## config.mk

```make
export PLATFORM = sky130hd
export DESIGN_NAME = inline_key_event_frame_extractor
export DESIGN_NICKNAME = d
export VERILOG_FILES = /design/src/sv/ikef_pkg.sv /design/src/sv/ikef_datapath.sv /design/src/sv/ikef_ctrl.sv /design/src/sv/inline_key_event_frame_extractor.sv
export SDC_FILE = /design/constraint.sdc
export NUM_CORES = 1
export LEC_CHECK = 0
export BUFFER_PORTS_ARGS = -buffer_cell sky130_fd_sc_hd__buf_4
export CELL_PAD_IN_SITES_DETAIL_PLACEMENT = 0
export CELL_PAD_IN_SITES_GLOBAL_PLACEMENT = 2
export CORE_ASPECT_RATIO = 0.6
export CORE_MARGIN = 2
export CORE_UTILIZATION = 36
export CTS_BUF_LIST = sky130_fd_sc_hd__clkbuf_2
export DETAILED_ROUTE_END_ITERATION = 10
export GPL_TIMING_DRIVEN = 0
export PLACE_DENSITY_LB_ADDON = 0.05
export SKIP_CTS_REPAIR_TIMING = 1
export SKIP_LAST_GASP = 1
export SYNTH_ARGS = -nofsm -noshare
export SYNTH_HDL_FRONTEND = slang
export SYNTH_HIERARCHICAL = 1
export SYNTH_SLANG_ARGS = --single-unit
```

## constraint.sdc

```tcl
create_clock -name aclk -period 4.2 [get_ports aclk]
set_input_delay 0.84 -clock aclk [delete_from_list [all_inputs] [get_ports aclk]]
set_output_delay 0.84 -clock aclk [all_outputs]
set_load 0.01 [all_outputs]
```

## src/sv/ikef_pkg.sv

```systemverilog
// ikef_pkg: shared types, constants and the frame prefix check
// used by the controller, the datapath and the top level of the frame extractor
`timescale 1ns / 1ps
`default_nettype none

package ikef_pkg;

    localparam int FRAME_LEN = 8;
    localparam int SYNC_LEN  = 4;
    localparam int LEN_W     = $clog2(FRAME_LEN + 1);

    localparam logic [31:0] SYNC_WORD_RESET = 32'hC06C57CC;
    localparam logic [15:0] TIMEOUT_RESET   = 16'd1;
    localparam logic        FORWARD_RESET   = 1'b1;

    // register indexes on the configuration port
    localparam logic [1:0] REG_SYNC_WORD      = 2'd0;
    localparam logic [1:0] REG_TIMEOUT_TICKS  = 2'd1;
    localparam logic [1:0] REG_FORWARD_ENABLE = 2'd2;

    localparam logic OP_BYTE   = 1'b0;
    localparam logic OP_TICK   = 1'b1;
    localparam logic KIND_PASS = 1'b0;
    localparam logic KIND_KEY  = 1'b1;

    typedef logic [FRAME_LEN-1:0][7:0] frame_t;
    typedef logic [LEN_W-1:0] len_t;

    typedef struct packed {
        logic load_byte;
        logic tick_inc;
        logic idle_clr;
        logic shift;
        logic clr_len;
        logic load_pass;
        logic load_key;
    } cmd_t;

    typedef struct packed {
        logic len_zero;
        logic full;
        logic head_valid;
        logic shift_valid;
        logic timeout_hit;
    } status_t;

    // true when the first n bytes of b are the start of a well-formed frame
    function automatic logic prefix_valid(frame_t b, len_t n, logic [31:0] sync);
        logic       ok;
        logic [7:0] x;
        ok = 1'b1;
        x  = 8'd0;
        for (int i = 0; i < FRAME_LEN - 1; i++) begin
            x = x ^ b[i];
        end
        for (int i = 0; i < SYNC_LEN; i++) begin
            if ((n > len_t'(i)) && (b[i] != sync[31 - 8 * i -: 8])) begin
                ok = 1'b0;
            end
        end
        if ((n == len_t'(FRAME_LEN)) && (b[FRAME_LEN-1] != x)) begin
            ok = 1'b0;
        end
        return ok;
    endfunction

endpackage

`default_nettype wire

```

## src/sv/ikef_datapath.sv

```systemverilog
// ikef_datapath: byte hold buffer, idle tick counter, prefix checks and result register
// depends on ikef_pkg for the command and status structs and the prefix check
`timescale 1ns / 1ps
`default_nettype none

module ikef_datapath (
    input  wire logic             aclk,
    input  wire logic             aresetn,
    input  wire ikef_pkg::cmd_t   cmd,
    output ikef_pkg::status_t     status,
    input  wire logic [7:0]       rx_byte,
    input  wire logic [31:0]      sync_word,
    input  wire logic [15:0]      timeout_ticks,
    output logic                  m_kind,
    output logic [7:0]            m_pass_byte,
    output logic [7:0]            m_modifier,
    output logic [7:0]            m_key_first,
    output logic [7:0]            m_key_second,
    output logic                  m_last
);
    import ikef_pkg::*;

    frame_t      buf_reg;
    len_t        len_reg;
    logic [15:0] idle_reg;
    logic [15:0] idle_inc;
    logic [15:0] limit;
    frame_t      shifted;

    assign shifted  = buf_reg >> 8;
    assign idle_inc = (idle_reg == 16'hFFFF) ? idle_reg : idle_reg + 16'd1;
    assign limit    = (timeout_ticks == 16'd0) ? 16'd1 : timeout_ticks;

    always_comb begin
        status.len_zero    = (len_reg == len_t'(0));
        status.full        = (len_reg == len_t'(FRAME_LEN));
        status.head_valid  = prefix_valid(buf_reg, len_reg, sync_word);
        status.shift_valid = prefix_valid(shifted, len_reg - len_t'(1), sync_word);
        status.timeout_hit = (idle_inc >= limit);
    end

    always_ff @(posedge aclk) begin
        if (!aresetn) begin
            len_reg  <= '0;
            idle_reg <= '0;
        end else begin
            if (cmd.load_byte) begin
                len_reg <= len_reg + len_t'(1);
            end else if (cmd.shift) begin
                len_reg <= len_reg - len_t'(1);
            end else if (cmd.clr_len) begin
                len_reg <= '0;
            end
            if (cmd.load_byte || cmd.idle_clr) begin
                idle_reg <= '0;
            end else if (cmd.tick_inc) begin
                idle_reg <= idle_inc;
            end
        end
    end

    // held bytes carry no reset, only entries below the count are ever used
    always_ff @(posedge aclk) begin
        if (cmd.load_byte) begin
            buf_reg[len_reg[LEN_W-2:0]] <= rx_byte;
        end else if (cmd.shift) begin
            buf_reg <= shifted;
        end
    end

    always_ff @(posedge aclk) begin
        if (cmd.load_pass) begin
            m_kind       <= KIND_PASS;
            m_pass_byte  <= buf_reg[0];
            m_modifier   <= 8'd0;
            m_key_first  <= 8'd0;
            m_key_second <= 8'd0;
            m_last       <= status.shift_valid;
        end else if (cmd.load_key) begin
            m_kind       <= KIND_KEY;
            m_pass_byte  <= 8'd0;
            m_modifier   <= buf_reg[4];
            m_key_first  <= buf_reg[5];
            m_key_second <= buf_reg[6];
            m_last       <= 1'b1;
        end
    end

endmodule

`default_nettype wire

```

## src/sv/ikef_ctrl.sv

```systemverilog
// ikef_ctrl: state machine that accepts items, steps the rescan and owns result valid
// depends on ikef_pkg for the command and status structs and the operation codes
`timescale 1ns / 1ps
`default_nettype none

module ikef_ctrl (
    input  wire logic              aclk,
    input  wire logic              aresetn,
    input  wire logic              s_valid,
    output logic                   s_ready,
    input  wire logic              s_operation,
    input  wire logic              m_ready,
    output logic                   m_valid,
    input  wire logic              forward_enable,
    input  wire ikef_pkg::status_t status,
    output ikef_pkg::cmd_t         cmd
);
    import ikef_pkg::*;

    typedef enum logic {ST_IDLE, ST_RESOLVE} state_t;

    state_t state_reg, state_next;
    logic   force_reg, force_next;
    logic   m_valid_reg, m_valid_next;
    logic   slot_free;

    assign slot_free = !m_valid_reg || m_ready;
    assign s_ready   = (state_reg == ST_IDLE);
    assign m_valid   = m_valid_reg;

    always_comb begin
        state_next   = state_reg;
        force_next   = force_reg;
        m_valid_next = m_valid_reg && !m_ready;
        cmd          = '0;
        unique case (state_reg)
            ST_IDLE: begin
                if (s_valid) begin
                    if (s_operation == OP_BYTE) begin
                        cmd.load_byte = 1'b1;
                        force_next    = 1'b0;
                        state_next    = ST_RESOLVE;
                    end else if (status.len_zero) begin
                        cmd.idle_clr = 1'b1;
                    end else if (status.timeout_hit) begin
                        // stale partial frame: release the oldest byte regardless
                        cmd.idle_clr = 1'b1;
                        force_next   = 1'b1;
                        state_next   = ST_RESOLVE;
                    end else begin
                        cmd.tick_inc = 1'b1;
                    end
                end
            end
            ST_RESOLVE: begin
                if (status.len_zero) begin
                    force_next = 1'b0;
                    state_next = ST_IDLE;
                end else if (status.head_valid && !force_reg) begin
                    if (!status.full) begin
                        state_next = ST_IDLE;
                    end else if (slot_free) begin
                        cmd.load_key = 1'b1;
                        cmd.clr_len  = 1'b1;
                        m_valid_next = 1'b1;
                        state_next   = ST_IDLE;
                    end
                end else if (!forward_enable) begin
                    cmd.shift  = 1'b1;
                    force_next = 1'b0;
                end else if (slot_free) begin
                    cmd.load_pass = 1'b1;
                    cmd.shift     = 1'b1;
                    m_valid_next  = 1'b1;
                    force_next    = 1'b0;
                end
            end
            default: begin
                state_next = ST_IDLE;
            end
        endcase
    end

    always_ff @(posedge aclk) begin
        if (!aresetn) begin
            state_reg   <= ST_IDLE;
            force_reg   <= 1'b0;
            m_valid_reg <= 1'b0;
        end else begin
            state_reg   <= state_next;
            force_reg   <= force_next;
            m_valid_reg <= m_valid_next;
        end
    end

endmodule

`default_nettype wire

```

## src/sv/inline_key_event_frame_extractor.sv

```systemverilog
// flow: the idle state takes a transaction; a byte, or a tick that times out a partial
// frame, starts a rescan that releases held bytes oldest first, one per cycle, and ends by
// keeping the prefix, finding the buffer empty or loading a key event; other ticks stay idle
// s_ready is low during the rescan, so no new transaction is taken until it ends;
// a result stalls the rescan while the output register still holds the previous one
// reset: synchronous active low; clears hold count, idle ticks, handshake state; presets config
`timescale 1ns / 1ps
`default_nettype none

module inline_key_event_frame_extractor (
    input  wire logic        aclk,
    input  wire logic        aresetn,
    input  wire logic        s_valid,
    output logic             s_ready,
    input  wire logic        s_operation,
    input  wire logic [7:0]  s_rx_byte,
    output logic             m_valid,
    input  wire logic        m_ready,
    output logic             m_kind,
    output logic [7:0]       m_pass_byte,
    output logic [7:0]       m_modifier,
    output logic [7:0]       m_key_first,
    output logic [7:0]       m_key_second,
    output logic             m_last,
    input  wire logic        cfg_wr_en,
    input  wire logic [1:0]  cfg_index,
    input  wire logic [31:0] cfg_wr_data
);
    import ikef_pkg::*;

    logic [31:0] sync_word_reg;
    logic [15:0] timeout_ticks_reg;
    logic        forward_enable_reg;
    cmd_t        cmd;
    status_t     status;

    always_ff @(posedge aclk) begin
        if (!aresetn) begin
            sync_word_reg      <= SYNC_WORD_RESET;
            timeout_ticks_reg  <= TIMEOUT_RESET;
            forward_enable_reg <= FORWARD_RESET;
        end else if (cfg_wr_en) begin
            unique case (cfg_index)
                REG_SYNC_WORD:      sync_word_reg      <= cfg_wr_data;
                REG_TIMEOUT_TICKS:  timeout_ticks_reg  <= cfg_wr_data[15:0];
                REG_FORWARD_ENABLE: forward_enable_reg <= cfg_wr_data[0];
                default: begin
                end
            endcase
        end
    end

    ikef_ctrl u_ctrl (
        .aclk           (aclk),
        .aresetn        (aresetn),
        .s_valid        (s_valid),
        .s_ready        (s_ready),
        .s_operation    (s_operation),
        .m_ready        (m_ready),
        .m_valid        (m_valid),
        .forward_enable (forward_enable_reg),
        .status         (status),
        .cmd            (cmd)
    );

    ikef_datapath u_datapath (
        .aclk          (aclk),
        .aresetn       (aresetn),
        .cmd           (cmd),
        .status        (status),
        .rx_byte       (s_rx_byte),
        .sync_word     (sync_word_reg),
        .timeout_ticks (timeout_ticks_reg),
        .m_kind        (m_kind),
        .m_pass_byte   (m_pass_byte),
        .m_modifier    (m_modifier),
        .m_key_first   (m_key_first),
        .m_key_second  (m_key_second),
        .m_last        (m_last)
    );

endmodule

`default_nettype wire
```

After elaboration in Yosys (flattened, before gate mapping)
Cells that the tools add are included.

Flip-flop bits (word level): 170. Logic and storage cells: 163.

$add $sub $neg: 3. $lt $le $gt $ge: 11. Equality and inequality tests: 19. Muxes and demuxes: 64. Bitwise logic cells: 14. Reductions and logical operators: 30.

Operators by type and width (number): two-way mux 64 bit (2); bitwise XOR 8 bit (12); != test 8 bit (9); bitwise mux 64 bit (1); two-way mux 1 bit (45); two-way mux 16 bit (2); demux 8 bit (select 3 bit) (1); two-way mux 8 bit (3); two-way mux 4 bit (5); adder 16 x 1 -> 16 bit, second input constant (1); equality test 16 bit, second input constant (1); >= comparator 16 bit (1); > comparator 4 x 1 -> 1 bit, second input constant (4); > comparator 4 x 2 -> 1 bit, second input constant (4); logical NOT 16 bit (1); logical AND 1 bit (13); equality test 4 bit, second input constant (2); nonzero test 8 bit (1); two-way mux 3 bit (2); != test 3 bit, second input constant (2); AND reduction 2 bit (3); AND reduction 5 bit (1); adder 4 x 1 -> 4 bit, second input constant (1); logical NOT 4 bit (1); 17 further kinds (23).

Depth between registers and ports, before layout
Depth in word-level cells: 16. Mapped depth: 20. Mapped depth without buffers: 19.

Cells and area by module
Netlist, hierarchy kept.

Modules (own cells, without submodules): ikef_datapath (instances 1, cells each 670, area each 7020.5 µm², seq. area each 3093.0 µm²); inline_key_event_frame_extractor (instances 1, cells each 209, area each 2025.7 µm², seq. area each 980.9 µm²); ikef_ctrl (instances 1, cells each 34, area each 256.5 µm², seq. area each 60.1 µm²).

Worst setup path after synthesis
OpenSTA, ideal clock, no wires.

Path type: reg2reg. Start point: register u_datapath.idle_reg[3]. End point: register u_datapath.idle_reg[11]. Data arrival time: 3.763 ns. Required time: 4.072 ns. Path slack: 0.309 ns. Stages on the path, launching flop included: 20. Clock period less this slack: 3.891 ns. Path through: dfxtp_1 buf_2 nand3_2 nor3_4 a31oi_2 nand2_1 xnor2_1 ha_1 a21o_1 a21o_1 a211o_1 o21bai_1 a31oi_1 o21ai_0 nor3_1 clkbuf_1 clkbuf_1 nand3_1 xor2_1 nor2_1.

RTL lines: from (decl) (line ikef_datapath.sv:25) `logic [15:0] idle_reg;`; from (signal assigned) (line ikef_datapath.sv:57) `idle_reg <= idle_inc;`.

==> flow_summary.yaml <==
cells_and_area:
  layout.nets: 1087
  post_route_cells_drive_above_1_share_pct: 17.1
  largest_reg_flops: 64
  area_growth_pct: 14.9
timing:
  setup_ws_ns: 0.150
  skew_ns: 0.0417
  setup_viol: 0
  hold_ws_ns: 0.229
  slew_headroom_pct: 5.15
  max_freq_mhz: 247
  min_period_ns: 4.05
  worst-slew-pin-transition_ns: 1.41
  fin_crit_sh_pct: 96.4
  finalMaxSlewViolations: 0
  final_hold_viol_count: 0
  fin_tns_setup_ns: 0
floorplanning:
  io_pins: 84
  dieArea_mm2: 0.0272
  die_h_um: 129
  rows: 45
  core_mm2: 0.0253
  chipWidth_um: 212
  start_util_pct: 36.7
placed_design:
  io_buffers: 74
  dp_slack_ns: -0.737
  hpwlAfterDp_mm: 22.2
  place_congestion: 0.812
synthesis:
  syn_area_per_cell_um2: 10.2
  synth_cell_types: 63
  syn_area_mm2: 0.00930
  yosysSeqAreaShare_pct: 44.4
  syn-num-nets: 984
  synthMostInstantiatedCell: "nand2_1"
  yosysWarnings: 6
  yosys.area.top_type_share_pct: 23.6
  netlist_instances: 913
  synthArstFlopShare_pct: 0
  synth_top_area_cell: "edfxtp_1"
  synth_edf_count: 73
  synth_flop_cell: "dfxtp_1"
  synth_commonest_cells: "nand2_1 (107), dfxtp_1 (97), edfxtp_1 (73)"
  ys_ff_latch: 170
  synth.area.top_cells: "edfxtp_1 (24%), dfxtp_1 (21%), xnor2_1 (6.7%), mux2i_1 (6.7%), a22o_1 (5.0%)"
critical_path:
  crit_slowest_cell: "edfxtp_1"
  crit_buf_inv: 2
  startpoint_type: "flip-flop"
  crit_top_cell: "nor2_1"
  cpLargestDelayFamily: "simple AND/OR/NAND/NOR gates"
  cpPeakStageDelay_ns: 0.58
  path_cells: "xnor2_2 > xnor3_1 > xor2_1 > nor2_1 > nand3_1 > or3_1 > o22ai_2 > nor2b_4 > nand2_1 > nor2_1 > buf_2 > buf_4 > or2_2"
  worstPathRequired_ns: 4.73
  path_class: "flip-flop to flip-flop"
  cp.arrival_ns: 4.58
  cp_max_fo: 10
  cp-end-kind: "flip-flop"
cts:
  cts_tree: "done"
  cts_buffers: 17
  h-tree-depth: 4
  clk_pin_slew_ns: 0.23
  ctsLongestPathBuffers: 2
  root_buffer: "clkbuf_2"
  numClockSinks: 170
  insertion_delay_ns: 0.84
routing:
  drtAntennaViolNets: 0
  num_vias: 7029
  wire_per_inst_um: 20.9
  via_per_inst: 5.17
  drc: 0
  dr.pass1.iters: 4
  routed_wl_mm: 28.4
  drtIter0Drc: 639
global_route:
  grt_max_degree: 17
  busiest_layer: "met1"
  grt_pass1_wl_mm: 42.3
  track_usage_pct: 21.5
  use_met3_pct: 6.61
  grt-ovfl-total: 0
  antenna_found_initial: 1
  use_met1_pct: 36.6
  grt_pass1_vias: 6484
  use_met2_pct: 24.6
min_path:
  hold_class: "input pin to flip-flop"
power:
  power_density_mw_per_mm2: 283
  leakagePower_nw: 4.23
  max-vdd-ir-drop_uv: 115
run_status:
  status: "finished, final reports clean"
run:
  max-cap-violations: 0
tightest hold or removal path, stage by stage:
cell     delay (ns)
buf_4          0.11
nand2_1        0.05
mux2i_1        0.05
layout by cell type, fill, tap and decap left out, types with 12 or more instances in the layout:
cell type,instances
o211ai_1,15
dfxtp_1,94
clkbuf_2,27
nor4_1,12
xnor2_1,67
nand2_1,106
a22o_1,53
mux2i_1,62
clkbuf_1,23
buf_4,89
a21oi_1,18
nor2_1,69
o21ai_0,13
xor2_1,47
nand3_1,19
nand4_1,17
inv_1,41
edfxtp_1,73
xnor3_1,12
ha_1,23
final cells by class:
cell class	count	area, um^2
fill	2487	14600
multi-input combinational	652	4910
sequential	170	4140
timing repair buffer	85	651
tap	329	412
buffer	49	238
inverter	41	154
clock buffer	24	120
clock inverter	8	72.6
antenna	1	2.50
metrics by stage:
step	power [mW]	utilization, %	std cells	instance area (um^2)
5_1_grt	3.16	42.2	1359	10700
3_5_place_dp	2.22	40.5	1316	10300
2_1_floorplan	2.07	-	913	9300
6_report	3.02	42.2	1359	10700
4_1_cts	3.04	41.3	1348	10500
3_3_place_gp	2.22	40.5	1316	10300
cells by family after synthesis:
| logic type | Yosys count | synth area share, % |
|---|---|---|
| xor+xnor | 131 | 14.2 |
| buf+inv | 91 | 4.08 |
| fa+ha+maj | 23 | 3.09 |
| compound gates | 138 | 11.1 |
| mux | 66 | 7.16 |
| flops | 170 | 44.4 |
| simple gates | 294 | 15.9 |
worst paths after layout:
kind	cells past startpoint	startpoint	endpoint	slack, ns
worst max-delay path	13	u_datapath/buf_reg[61]	u_datapath/m_pass_byte[1]	0.15
worst min-delay path	3	cfg_wr_data[20]	sync_word_reg[20]	0.23
worst max register to register	13	u_datapath/buf_reg[61]	u_datapath/m_pass_byte[1]	0.15
worst min register to register	2	u_datapath/m_kind	u_datapath/m_kind	0.49
layer usage:
metal	share of wire [%]	vias up
li1	-	3419
met1	58	3397
met2	35	202
met3	6.6	11
met4	0.73	0
met5	0	-
where the power goes:
part / total [mW] / internal, mW / switching [mW]
clock: 0.821 / 0.228 / 0.594
combinational: 0.381 / 0.167 / 0.213
sequential: 1.82 / 1.76 / 0.0555
total: 3.02 / 2.16 / 0.863
(Power assumes the default switching activity.)
